==> src/design/msw_pkg.sv <==
// Shared types and constants for the multi-channel stopwatch core.
// No dependencies; every other file imports this package.
package msw_pkg;

    localparam int NUM_STOPWATCHES = 8;

    localparam int CHAN_W = 3;
    localparam int TIME_W = 31;
    localparam int RAW_W = 32;
    localparam int ELAPSED_W = 32;
    localparam int ADDR_W = (NUM_STOPWATCHES > 1) ? $clog2(NUM_STOPWATCHES) : 1;
    localparam int NUM_W = $clog2(NUM_STOPWATCHES + 1);
    localparam int CMP_W = CHAN_W + NUM_W;

    typedef logic [1:0] t_cmd;
    typedef logic [CHAN_W-1:0] t_chan;
    typedef logic [TIME_W-1:0] t_time;
    typedef logic [RAW_W-1:0] t_raw;
    typedef logic [ELAPSED_W-1:0] t_elapsed;
    typedef logic [ADDR_W-1:0] t_addr;

    localparam t_cmd CMD_TICK = 2'd0;
    localparam t_cmd CMD_START = 2'd1;
    localparam t_cmd CMD_STOP = 2'd2;
    localparam t_cmd CMD_READ = 2'd3;

    localparam logic [CMP_W-1:0] NUM_CMP = CMP_W'(NUM_STOPWATCHES);

    typedef struct packed {
        logic  running;
        t_time stop_time;
        t_time start_time;
    } t_entry;

    typedef struct packed {
        logic   en;
        t_addr  addr;
        t_entry entry;
    } t_wr_req;

    // Map a channel field onto a table address.
    function automatic t_addr chan_to_addr(t_chan chan);
        logic [ADDR_W+CHAN_W-1:0] wide;
        wide = {{ADDR_W{1'b0}}, chan};
        return wide[ADDR_W-1:0];
    endfunction

    function automatic logic chan_in_bank(t_chan chan);
        logic [CMP_W-1:0] wide;
        wide = {{NUM_W{1'b0}}, chan};
        return wide < NUM_CMP;
    endfunction

endpackage

==> src/design/msw_cmd_if.sv <==
// Command channel of the stopwatch core: valid/ready plus command and channel.
// Depends on msw_pkg.
interface msw_cmd_if;
    import msw_pkg::*;

    logic  valid;
    logic  ready;
    t_cmd  command;
    t_chan channel;

    modport source (output valid, output command, output channel, input ready);
    modport sink (input valid, input command, input channel, output ready);
endinterface

==> src/design/msw_res_if.sv <==
// Result channel of the stopwatch core: valid/ready plus start_ok and elapsed_us.
// Depends on msw_pkg.
interface msw_res_if;
    import msw_pkg::*;

    logic     valid;
    logic     ready;
    logic     start_ok;
    t_elapsed elapsed_us;

    modport source (output valid, output start_ok, output elapsed_us, input ready);
    modport sink (input valid, input start_ok, input elapsed_us, output ready);
endinterface

==> src/design/msw_table.sv <==
// Channel table: one synchronous RAM of start/stop/running entries, registered read.
// Per-entry valid flops make the whole table read as zero right after reset.
// Depends on msw_pkg.
module msw_table (
    input  logic             i_clk,
    input  logic             i_rst_n,
    input  logic             i_rd_en,
    input  msw_pkg::t_addr   i_rd_addr,
    output msw_pkg::t_entry  o_rd_entry,
    input  msw_pkg::t_wr_req i_wr
);
    import msw_pkg::*;

    t_entry                     r_mem [NUM_STOPWATCHES];
    logic [NUM_STOPWATCHES-1:0] r_valid;
    t_entry                     r_rd_data;
    logic                       r_rd_valid;

    always_ff @(posedge i_clk) begin
        if (i_wr.en) begin
            r_mem[i_wr.addr] <= i_wr.entry;
        end
        if (i_rd_en) begin
            r_rd_data <= r_mem[i_rd_addr];
        end
    end

    always_ff @(posedge i_clk) begin
        if (!i_rst_n) begin
            r_valid    <= '0;
            r_rd_valid <= 1'b0;
        end else begin
            if (i_wr.en) begin
                r_valid[i_wr.addr] <= 1'b1;
            end
            if (i_rd_en) begin
                r_rd_valid <= r_valid[i_rd_addr];
            end
        end
    end

    // An entry never written since reset reads as zero.
    assign o_rd_entry = r_rd_valid ? r_rd_data : '0;

    a_no_rd_wr_overlap: assert property (@(posedge i_clk) disable iff (!i_rst_n)
        !(i_rd_en && i_wr.en))
        else $error("table read and write in the same cycle");

endmodule

==> src/design/multi_channel_stopwatch_core.sv <==
// Multi-channel stopwatch core: tick counter, command sequencer and result register.
// Depends on msw_pkg, msw_cmd_if, msw_res_if and msw_table.
//
// A bank of NUM_STOPWATCHES stopwatches sharing one 32-bit count of tick
// transfers; the time base is the count halved. A tick transfer gives no
// result. Start, stop and read each first read the channel's entry from the
// table RAM and then, in the update state, update it, write it back and load
// the result register; a new command is not taken until that update is done.
// A command whose result register is still occupied waits in its update
// state until the result is taken. The table reads as all zero straight
// after reset (per-entry valid flops), with no clearing pass. Channels at or
// beyond NUM_STOPWATCHES change nothing and return zero.
module multi_channel_stopwatch_core (
    input  logic i_clk,
    input  logic i_rst_n,
    msw_cmd_if.sink   i_cmd,
    msw_res_if.source o_res
);
    import msw_pkg::*;

    localparam logic S_IDLE = 1'b0;
    localparam logic S_RMW  = 1'b1;

    logic     r_state;
    t_raw     r_raw;
    t_cmd     r_cmd;
    t_addr    r_addr;
    logic     r_in_bank;
    logic     r_out_valid;
    logic     r_out_ok;
    t_elapsed r_out_elapsed;

    logic     accept;
    logic     accept_tick;
    logic     accept_cmd;
    logic     out_free;
    logic     rmw_done;
    t_entry   rd_entry;
    t_wr_req  wr_req;
    t_time    now_time;
    t_time    end_time;
    logic     n_ok;
    t_elapsed n_elapsed;

    assign i_cmd.ready  = (r_state == S_IDLE);
    assign accept       = i_cmd.valid && i_cmd.ready;
    assign accept_tick  = accept && (i_cmd.command == CMD_TICK);
    assign accept_cmd   = accept && (i_cmd.command != CMD_TICK);
    assign out_free     = !r_out_valid || o_res.ready;
    assign rmw_done     = (r_state == S_RMW) && out_free;
    assign now_time     = r_raw[RAW_W-1:1];

    msw_table u_table (
        .i_clk      (i_clk),
        .i_rst_n    (i_rst_n),
        .i_rd_en    (accept_cmd && chan_in_bank(i_cmd.channel)),
        .i_rd_addr  (chan_to_addr(i_cmd.channel)),
        .o_rd_entry (rd_entry),
        .i_wr       (wr_req)
    );

    always_comb begin
        wr_req.en    = 1'b0;
        wr_req.addr  = r_addr;
        wr_req.entry = rd_entry;
        n_ok         = 1'b0;
        n_elapsed    = '0;
        end_time     = rd_entry.stop_time;
        if (rmw_done && r_in_bank) begin
            unique case (r_cmd)
                CMD_START: begin
                    if (!rd_entry.running) begin
                        wr_req.en               = 1'b1;
                        wr_req.entry.start_time = now_time;
                        wr_req.entry.running    = 1'b1;
                        n_ok                    = 1'b1;
                    end
                end
                CMD_STOP: begin
                    // Stopping an idle channel reports the last stored interval.
                    if (rd_entry.running) begin
                        wr_req.en              = 1'b1;
                        wr_req.entry.stop_time = now_time;
                        wr_req.entry.running   = 1'b0;
                        end_time               = now_time;
                    end
                    n_elapsed = {1'b0, end_time} - {1'b0, rd_entry.start_time};
                end
                CMD_READ: begin
                    if (rd_entry.running) begin
                        end_time = now_time;
                    end
                    n_elapsed = {1'b0, end_time} - {1'b0, rd_entry.start_time};
                end
                CMD_TICK: begin
                end
            endcase
        end
    end

    always_ff @(posedge i_clk) begin
        if (!i_rst_n) begin
            r_state     <= S_IDLE;
            r_raw       <= '0;
            r_out_valid <= 1'b0;
        end else begin
            if (accept_tick) begin
                r_raw <= r_raw + t_raw'(1);
            end
            unique case (r_state)
                S_IDLE: begin
                    if (accept_cmd) begin
                        r_state <= S_RMW;
                    end
                end
                S_RMW: begin
                    if (rmw_done) begin
                        r_state <= S_IDLE;
                    end
                end
            endcase
            // Load a new result or drop the one just transferred.
            if (rmw_done) begin
                r_out_valid <= 1'b1;
            end else if (o_res.ready) begin
                r_out_valid <= 1'b0;
            end
        end
    end

    always_ff @(posedge i_clk) begin
        if (accept_cmd) begin
            r_cmd     <= i_cmd.command;
            r_addr    <= chan_to_addr(i_cmd.channel);
            r_in_bank <= chan_in_bank(i_cmd.channel);
        end
        if (rmw_done) begin
            r_out_ok      <= n_ok;
            r_out_elapsed <= n_elapsed;
        end
    end

    assign o_res.valid      = r_out_valid;
    assign o_res.start_ok   = r_out_ok;
    assign o_res.elapsed_us = r_out_elapsed;

    a_count_only_on_tick: assert property (@(posedge i_clk) disable iff (!i_rst_n)
        !accept_tick |=> $stable(r_raw))
        else $error("tick count moved without a tick transfer");

    a_cmd_enters_rmw: assert property (@(posedge i_clk) disable iff (!i_rst_n)
        accept_cmd |=> (r_state == S_RMW))
        else $error("command transfer did not start a table update");

    a_write_in_rmw: assert property (@(posedge i_clk) disable iff (!i_rst_n)
        wr_req.en |-> (rmw_done && r_in_bank))
        else $error("table write outside an update cycle");

    a_start_ok_zero_elapsed: assert property (@(posedge i_clk) disable iff (!i_rst_n)
        (o_res.valid && o_res.start_ok) |-> (o_res.elapsed_us == '0))
        else $error("successful start carries a nonzero elapsed time");

endmodule

==> src/flat_wrapper.sv <==
// flat-port wrapper written by rule: the top's interface ports become plain ports
module multi_channel_stopwatch_core_flat import msw_pkg::*;
  (i_clk, i_rst_n, i_cmd_valid, i_cmd_command, i_cmd_channel, i_cmd_ready, o_res_valid, o_res_start_ok, o_res_elapsed_us, o_res_ready);
  msw_cmd_if i_cmd_i ();
  msw_res_if o_res_i ();
  input  logic i_clk;
  input  logic i_rst_n;
  input wire logic [$bits(i_cmd_i.valid)-1:0] i_cmd_valid;
  input wire logic [$bits(i_cmd_i.command)-1:0] i_cmd_command;
  input wire logic [$bits(i_cmd_i.channel)-1:0] i_cmd_channel;
  output wire logic [$bits(i_cmd_i.ready)-1:0] i_cmd_ready;
  output wire logic [$bits(o_res_i.valid)-1:0] o_res_valid;
  output wire logic [$bits(o_res_i.start_ok)-1:0] o_res_start_ok;
  output wire logic [$bits(o_res_i.elapsed_us)-1:0] o_res_elapsed_us;
  input wire logic [$bits(o_res_i.ready)-1:0] o_res_ready;
  assign i_cmd_i.valid = i_cmd_valid;
  assign i_cmd_i.command = i_cmd_command;
  assign i_cmd_i.channel = i_cmd_channel;
  assign i_cmd_ready = i_cmd_i.ready;
  assign o_res_valid = o_res_i.valid;
  assign o_res_start_ok = o_res_i.start_ok;
  assign o_res_elapsed_us = o_res_i.elapsed_us;
  assign o_res_i.ready = o_res_ready;
  multi_channel_stopwatch_core u_core (.i_clk(i_clk), .i_rst_n(i_rst_n), .i_cmd(i_cmd_i), .o_res(o_res_i));
endmodule
==> config.mk <==
export PLATFORM = sky130hd
export DESIGN_NAME = multi_channel_stopwatch_core_flat
export DESIGN_NICKNAME = d
export VERILOG_FILES = /design/src/design/msw_pkg.sv /design/src/design/msw_cmd_if.sv /design/src/design/msw_res_if.sv /design/src/design/msw_table.sv /design/src/design/multi_channel_stopwatch_core.sv /design/src/flat_wrapper.sv
export SDC_FILE = /design/constraint.sdc
export NUM_CORES = 1
export LEC_CHECK = 0
export BUFFER_PORTS_ARGS = -buffer_cell sky130_fd_sc_hd__buf_2
export CORE_MARGIN = 2
export CORE_UTILIZATION = 45
export CTS_CLUSTER_SIZE = 24
export DETAILED_ROUTE_END_ITERATION = 12
export HOLD_SLACK_MARGIN = 0.05
export PLACE_DENSITY = 0.71
export RECOVER_POWER = 25
export SETUP_SLACK_MARGIN = 0.5
export SLEW_MARGIN = 30
export SYNTH_ARGS = -nofsm -noshare
export SYNTH_HDL_FRONTEND = slang
export SYNTH_SLANG_ARGS = --single-unit
==> constraint.sdc <==
create_clock -name i_clk -period 27.3 [get_ports i_clk]
set_input_delay 4.095 -clock i_clk [delete_from_list [all_inputs] [get_ports i_clk]]
set_output_delay 4.095 -clock i_clk [all_outputs]
set_load 0.005 [all_outputs]
Yosys cells after proc, flatten, opt, wreduce, memory -nomap -nowiden:

Memories as Yosys holds them, arrays and structs flattened. A register that Yosys moved wholly into a read port is not among the register bits.
Cells that the tools add are included.
Widths: inputs -> output; s select.

* bitwise gates (word level): 2
* equality and inequality tests: 3
* muxes and demuxes: 28
* reductions and logical operators: 11
* $lt $le $gt $ge: 3
* add/subtract/negate cells: 3

Operators with widths (count)
* $mux 31: 9
* $mux 63: 2
* $pmux 32 s2: 1
* $sub 31x31->32: 2
* $add 32x1->32 const B: 1
* $mux 1: 11
* $lt 3x4->1 const B: 2
* $or 8x8->8: 1
* $pmux 1 s2: 3
* $logic_and 1x1->1: 5
* $eq 2x2->1 const B: 2
* $reduce_bool 2->1: 2
* $bmux 1 s3: 1
* $demux 1 s3: 1
* $ge 3x1->1 const B: 1
* $eq 2x1->1 const B: 1
* $logic_not 2->1: 1
* $reduce_and 2->1: 1
* $logic_not 1->1: 1
* $logic_or 1x1->1: 1
* $not 1->1: 1

* memories: 1
* RAM bits: 504
* output and inout port bits: 35
* register bits: 81
* input port bits: 9
* logic and storage cells: 60

Memories
* u_core.u_table.r_mem: depth 8, width 63, rd ports 1, clocked after memory_dff 1, wr ports 1, RTL line msw_table.sv:14 `t_entry r_mem [NUM_STOPWATCHES];`

Depth between registers and ports, before layout:

* depth in word-level cells: 6
* mapped depth: 17
* gate-level depth less buffers: 13

Modules after synthesis:

A second synthesis with hierarchy kept.

* cell total of the unflattened synthesis: 1558
* area, all modules: 27398.8 µm²

Modules (own cells, without submodules)
* msw_table: instances 1, cells an instance 899, area an instance 21598.2 µm²
* multi_channel_stopwatch_core: instances 1, cells an instance 659, area an instance 5800.6 µm²

Worst setup path before layout:

Ideal clock, no wire load.

* path kind: input to register
* start point: in o_res_ready
* end point: mem u_core.u_table.r_mem[0][0] (netlist bit), enable pin
* setup time: 577 ps
* stages: 7
* data arrival time: 11376 ps
* slack: 15347 ps
* path buffers: 1
* cells stage by stage: nor2b_1 nor2_1 and3_1 clkbuf_1 o21bai_1 nor2b_1 nor3b_1

* cells in the longest elaborated chain, start to end: 5

RTL lines
* start, declared: RTL line flat_wrapper.sv:15 `input wire logic [$bits(o_res_i.ready)-1:0] o_res_ready;`
* $logic_or 1x1->1: RTL line multi_channel_stopwatch_core.sv:49 `assign out_free = !r_out_valid || o_res.ready;`
* $logic_and 1x1->1: RTL line multi_channel_stopwatch_core.sv:50 `assign rmw_done = (r_state == S_RMW) && out_free;`
* via u_core.rmw_done: RTL line multi_channel_stopwatch_core.sv:37 `logic rmw_done;`
* $mux 1: RTL line multi_channel_stopwatch_core.sv:69 `if (rmw_done && r_in_bank) begin`
* $mux 1: RTL line msw_table.sv:20 `if (i_wr.en) begin`
* $mux 1 (not written as such): RTL line msw_table.sv:21 `r_mem[i_wr.addr] <= i_wr.entry;`
* end, declared: RTL line msw_table.sv:14

The timed path passes the listed nets, and every way through them passes these cells.

==> impl_metrics.env <==
export IMPL_fillCellCount=4815
export IMPL_fin_util_pct=50.3
export IMPL_synth_distinct_cells=63
export IMPL_synthArstFlopShare_pct=0
export IMPL_final_period_utilization_pct=37.6
export IMPL_slowest_delay_ns=2.79
export IMPL_netlist_area_mm2=0.0272
export IMPL_netlist_instances=1588
export IMPL_clock_latency_ns=0.63
export IMPL_areaGrowthSynthToFinish_pct=11.0
export IMPL_fin_tns_setup_ns=0
export IMPL_post_cts_resized=0
export IMPL_die_area_mm2=0.0624
export IMPL_ys_flop_type="edfxtp_1"
export IMPL_end_kind="register"
export IMPL_postCtsSetupBuffers=0
export IMPL_irDropWorstVdd_mv=0.0494
export IMPL_synth_adder_area_share_pct=1.54
export IMPL_overflow=0
export IMPL_synth_area_leaders="edfxtp_1 67%, mux4_2 11%, dfxtp_1 3.2%, mux2_2 2.8%, nand2_1 1.7%"
export IMPL_rsz0062_at_grt="false"
export IMPL_ys_warn_count=0
export IMPL_cts_buffer_depth=3
export IMPL_grt_max_degree=82
export IMPL_cts_hold_buf=0
export IMPL_h_tree_depth=2
export IMPL_portBuffers=43
export IMPL_rows=90
export IMPL_firstDrtPassIters=5
export IMPL_syn_num_nets=1629
export IMPL_worstSetupPathType="in -> reg"
export IMPL_cpMaxStageDelayCell="clkbuf_1"
export IMPL_power_leakage_nw=9.99
export IMPL_synth_area_per_cell_um2=17.1
export IMPL_hpwl_mm=33.9
export IMPL_routed_wl_mm=58.0
export IMPL_synthMuxAreaShare_pct=14.8
export IMPL_drive_gt1_share_pct=21.1
export IMPL_fin_nets=1679
export IMPL_grt_pass1_wl_mm=88.1
export IMPL_drt_iter0_markers=1419
export IMPL_status="complete, but fails checks"
export IMPL_p_sw_share_pct=21.7
export IMPL_gp_congestion=0.805
export IMPL_post_place_ws_ns=19.85
export IMPL_synth_edff_count=605
export IMPL_worst_slew_pin_slew_ns=3.78
export IMPL_clkSlewWorstSetupHoldPaths_ns=0.06
export IMPL_yosys_area_share_simple_pct=5.75
export IMPL_crit_top_cell="clkbuf_1"
export IMPL_drc_errors=0
export IMPL_setup_viol=0
export IMPL_grt_total_usage_pct=18.6
export IMPL_hold_path_class="reg -> reg"
export IMPL_slew_headroom_pct=-152
export IMPL_layout_setup_ws_ns=17.03
export IMPL_regArea_mm2=0.0190
export IMPL_drtAntennaViolNets=0
export IMPL_path_cells="clkbuf_1, clkbuf_1, mux4_2, mux2_2"
export IMPL_internal_power_mw=1.62
export IMPL_die_y_um=250
export IMPL_start_util_pct=45.3
export IMPL_slew_viol_final=493
export IMPL_synth_top_family_by_area="multiplexers"
export IMPL_synth_compound_area_share_pct=4.49
export IMPL_vias_per_cell=5.84
export IMPL_power_frac_comb_pct=7.3
export IMPL_power_density_mw_per_mm2=68.5
export IMPL_synth_xor_area_share_pct=2.03
export IMPL_synth_top_area_share_pct=66.8
export IMPL_synth_area_leader_cell="edfxtp_1"
export IMPL_cts_made_buffers=61
export IMPL_power_frac_clock_pct=39.2
export IMPL_seq_area_frac_synth_pct=70.0
export IMPL_core_mm2=0.0600
export IMPL_clockRootBuffer="clkbuf_16"
export IMPL_die_x_um=250
export IMPL_finalCriticalPeriod_ns=10.27
export IMPL_cts_tree="built"
export IMPL_violations="max-capacitance violations, max-slew violations"
export IMPL_skew_ns=0.0311
export IMPL_ys_ff_latch=648
export IMPL_via_count=14412
export IMPL_p_sw_mw=0.448
export IMPL_dpl_cell_count=2356
export IMPL_cts_sinks=648
export IMPL_critPathLaunchType="input port"
export IMPL_grt_pass1_vias=14609
export IMPL_p_seq_share_pct=53.5
export IMPL_arrival_ns=10.63
export IMPL_antenna_found_initial=0
export IMPL_hold_violations=0
export IMPL_max_freq_mhz=97.4
export IMPL_ioPinCount=44
export IMPL_final_cells=2468
export IMPL_max_cap_violations=12
export IMPL_required_ns=27.67
export IMPL_antenna_diode_count=0
export IMPL_critPathMaxFanout=44
export IMPL_routed_wire_length_per_instance_um=23.5
export IMPL_multi_input_area_mm2=0.00780
[cell usage after synthesis (2+ instances only)]
| cell type | count |
|---|---|
| edfxtp_1 | 605 |
| mux4_2 | 128 |
| nand2_1 | 123 |
| nor2_1 | 74 |
| mux2_2 | 68 |
| clkbuf_1 | 62 |
| a21oi_1 | 47 |
| o21ai_0 | 46 |
| dfxtp_1 | 43 |
| xnor2_1 | 41 |
| nand3_1 | 34 |
| and2_1 | 33 |
| ha_1 | 31 |
| mux2i_1 | 26 |
| xor2_1 | 22 |
| o31ai_1 | 17 |
| buf_1 | 16 |
| inv_1 | 16 |
| a21o_1 | 15 |
| nand4_1 | 14 |
| o21a_1 | 13 |
| and3_1 | 12 |
| nor3_1 | 12 |
| nor2b_1 | 9 |
| a31oi_1 | 7 |
| a21boi_0 | 6 |
| nor3b_1 | 6 |
| or3_1 | 5 |
| buf_2 | 4 |
| mux2_4 | 4 |
| nand2b_1 | 4 |
| mux2i_2 | 3 |
| o22ai_1 | 3 |
| a211oi_1 | 2 |
| a221o_1 | 2 |
| and3b_1 | 2 |
| buf_6 | 2 |
| o211a_1 | 2 |
| o21ai_1 | 2 |
| o21ai_2 | 2 |
| o21ai_4 | 2 |
| o21bai_1 | 2 |
[power by group through the flow]
| stage | Sequential [mW] | Clock [mW] | Combinational [mW] |
|---|---|---|---|
| after CTS | 1.10 | 0.823 | 0.150 |
| final | 1.11 | 0.810 | 0.151 |
| after detailed placement | 1.13 | 0 | 0.149 |
| after global routing | 1.11 | 0.856 | 0.165 |
| after floorplan | 1.12 | 0 | 0.109 |
| after global placement | 1.12 | 0 | 0.146 |
[layout make-up]
type	count	area share (%)
Clock buffer	86	5.50
Tap cell	782	3.24
Sequential cell	648	63.1
Timing Repair Buffer	71	1.39
Inverter	16	0.199
Multi-Input combinational cell	840	25.9
Clock inverter	25	0.755
[state kept, by name, summed over array words and instances (netlist names)]
register                   flops
u_core.u_table.r_valid         8
u_core.o_res.elapsed_us       32
u_core.u_table.r_rd_valid      1
u_core.r_addr                  3
u_core.r_raw                  32
u_core.u_table.r_mem         504
u_core.r_cmd                   2
u_core.o_res.valid             1
u_core.u_table.r_rd_data      63
u_core.r_state                 1
u_core.o_res.start_ok          1
[logic make-up (layout without fill, tap and decap cells)]
kind of cell,after synthesis,count (layout)
xor gates and xnor gates,63,63
and+or+nand+nor,333,333
AOI/OAI and AO/OA,182,182
muxes,229,229
DFF,648,648
buffers and inverters,100,198
adders and majority gates,33,33
[final timing paths]
| check | startpoint | endpoint | slack [ns] | cells after the start |
|---|---|---|---|---|
| worst min-delay path | u_core.u_table.r_valid[5]$_SDFFE_PN0P_ | u_core.u_table.r_valid[5]$_SDFFE_PN0P_ | 0.47 | 1 |
| worst min register to register | u_core.u_table.r_valid[5]$_SDFFE_PN0P_ | u_core.u_table.r_valid[5]$_SDFFE_PN0P_ | 0.47 | 1 |
| worst max register to register | u_core.r_state$_SDFF_PN0_ | u_core.u_table.r_mem[2][6]$_DFFE_PP_ | 20.91 | 6 |
| worst max-delay path | i_cmd_channel[0] | u_core.u_table.r_rd_data[48]$_DFFE_PP_ | 17.03 | 4 |
[layout by cell type (no fill, tap or decap), types with 11 or more instances in the layout]
cell type  count
xnor2_1       41
nand3_1       34
inv_1         15
clkbuf_1      45
a21o_1        15
edfxtp_1     605
o21ai_0       45
buf_4         17
o21a_1        13
and3_1        11
o31ai_1       17
ha_1          31
nor3_1        12
clkbuf_16     61
dfxtp_1       42
xor2_1        22
mux4_2       128
mux2_2        67
mux2i_1       26
nor2_1        72
a21oi_1       47
buf_2         27
nand2_1      123
nand4_1       14
and2_1        23
[layer usage]
layer / vias to the layer above / track usage, % / share of wire, %
li1: 6351 / - / -
met4: 0 / 6.18 / 2.5
met2: 515 / 30.6 / 49
met5: - / 0 / 0
met1: 7449 / 25.2 / 42
met3: 97 / 3.10 / 6.9
[worst max-delay path, delay by kind of cell]
family                 cells  cell delay (ns)
buffers and inverters      2             5.40
multiplexers               2             1.07
[through the flow]
| stage | hold WS (ns) | area (um^2) | power (mW) |
|---|---|---|---|
| 6_report | 0.471 | 30200 | 2.07 |
| 5_1_grt | 0.496 | 30200 | 2.13 |
| 4_1_cts | 0.472 | 30200 | 2.08 |
| 3_5_place_dp | 0.458 | 28300 | 1.27 |
| 3_3_place_gp | 0.442 | 28300 | 1.27 |
| 2_1_floorplan | 0.435 | 27200 | 1.23 |
Note: power is estimated with default switching activity, not from simulation.
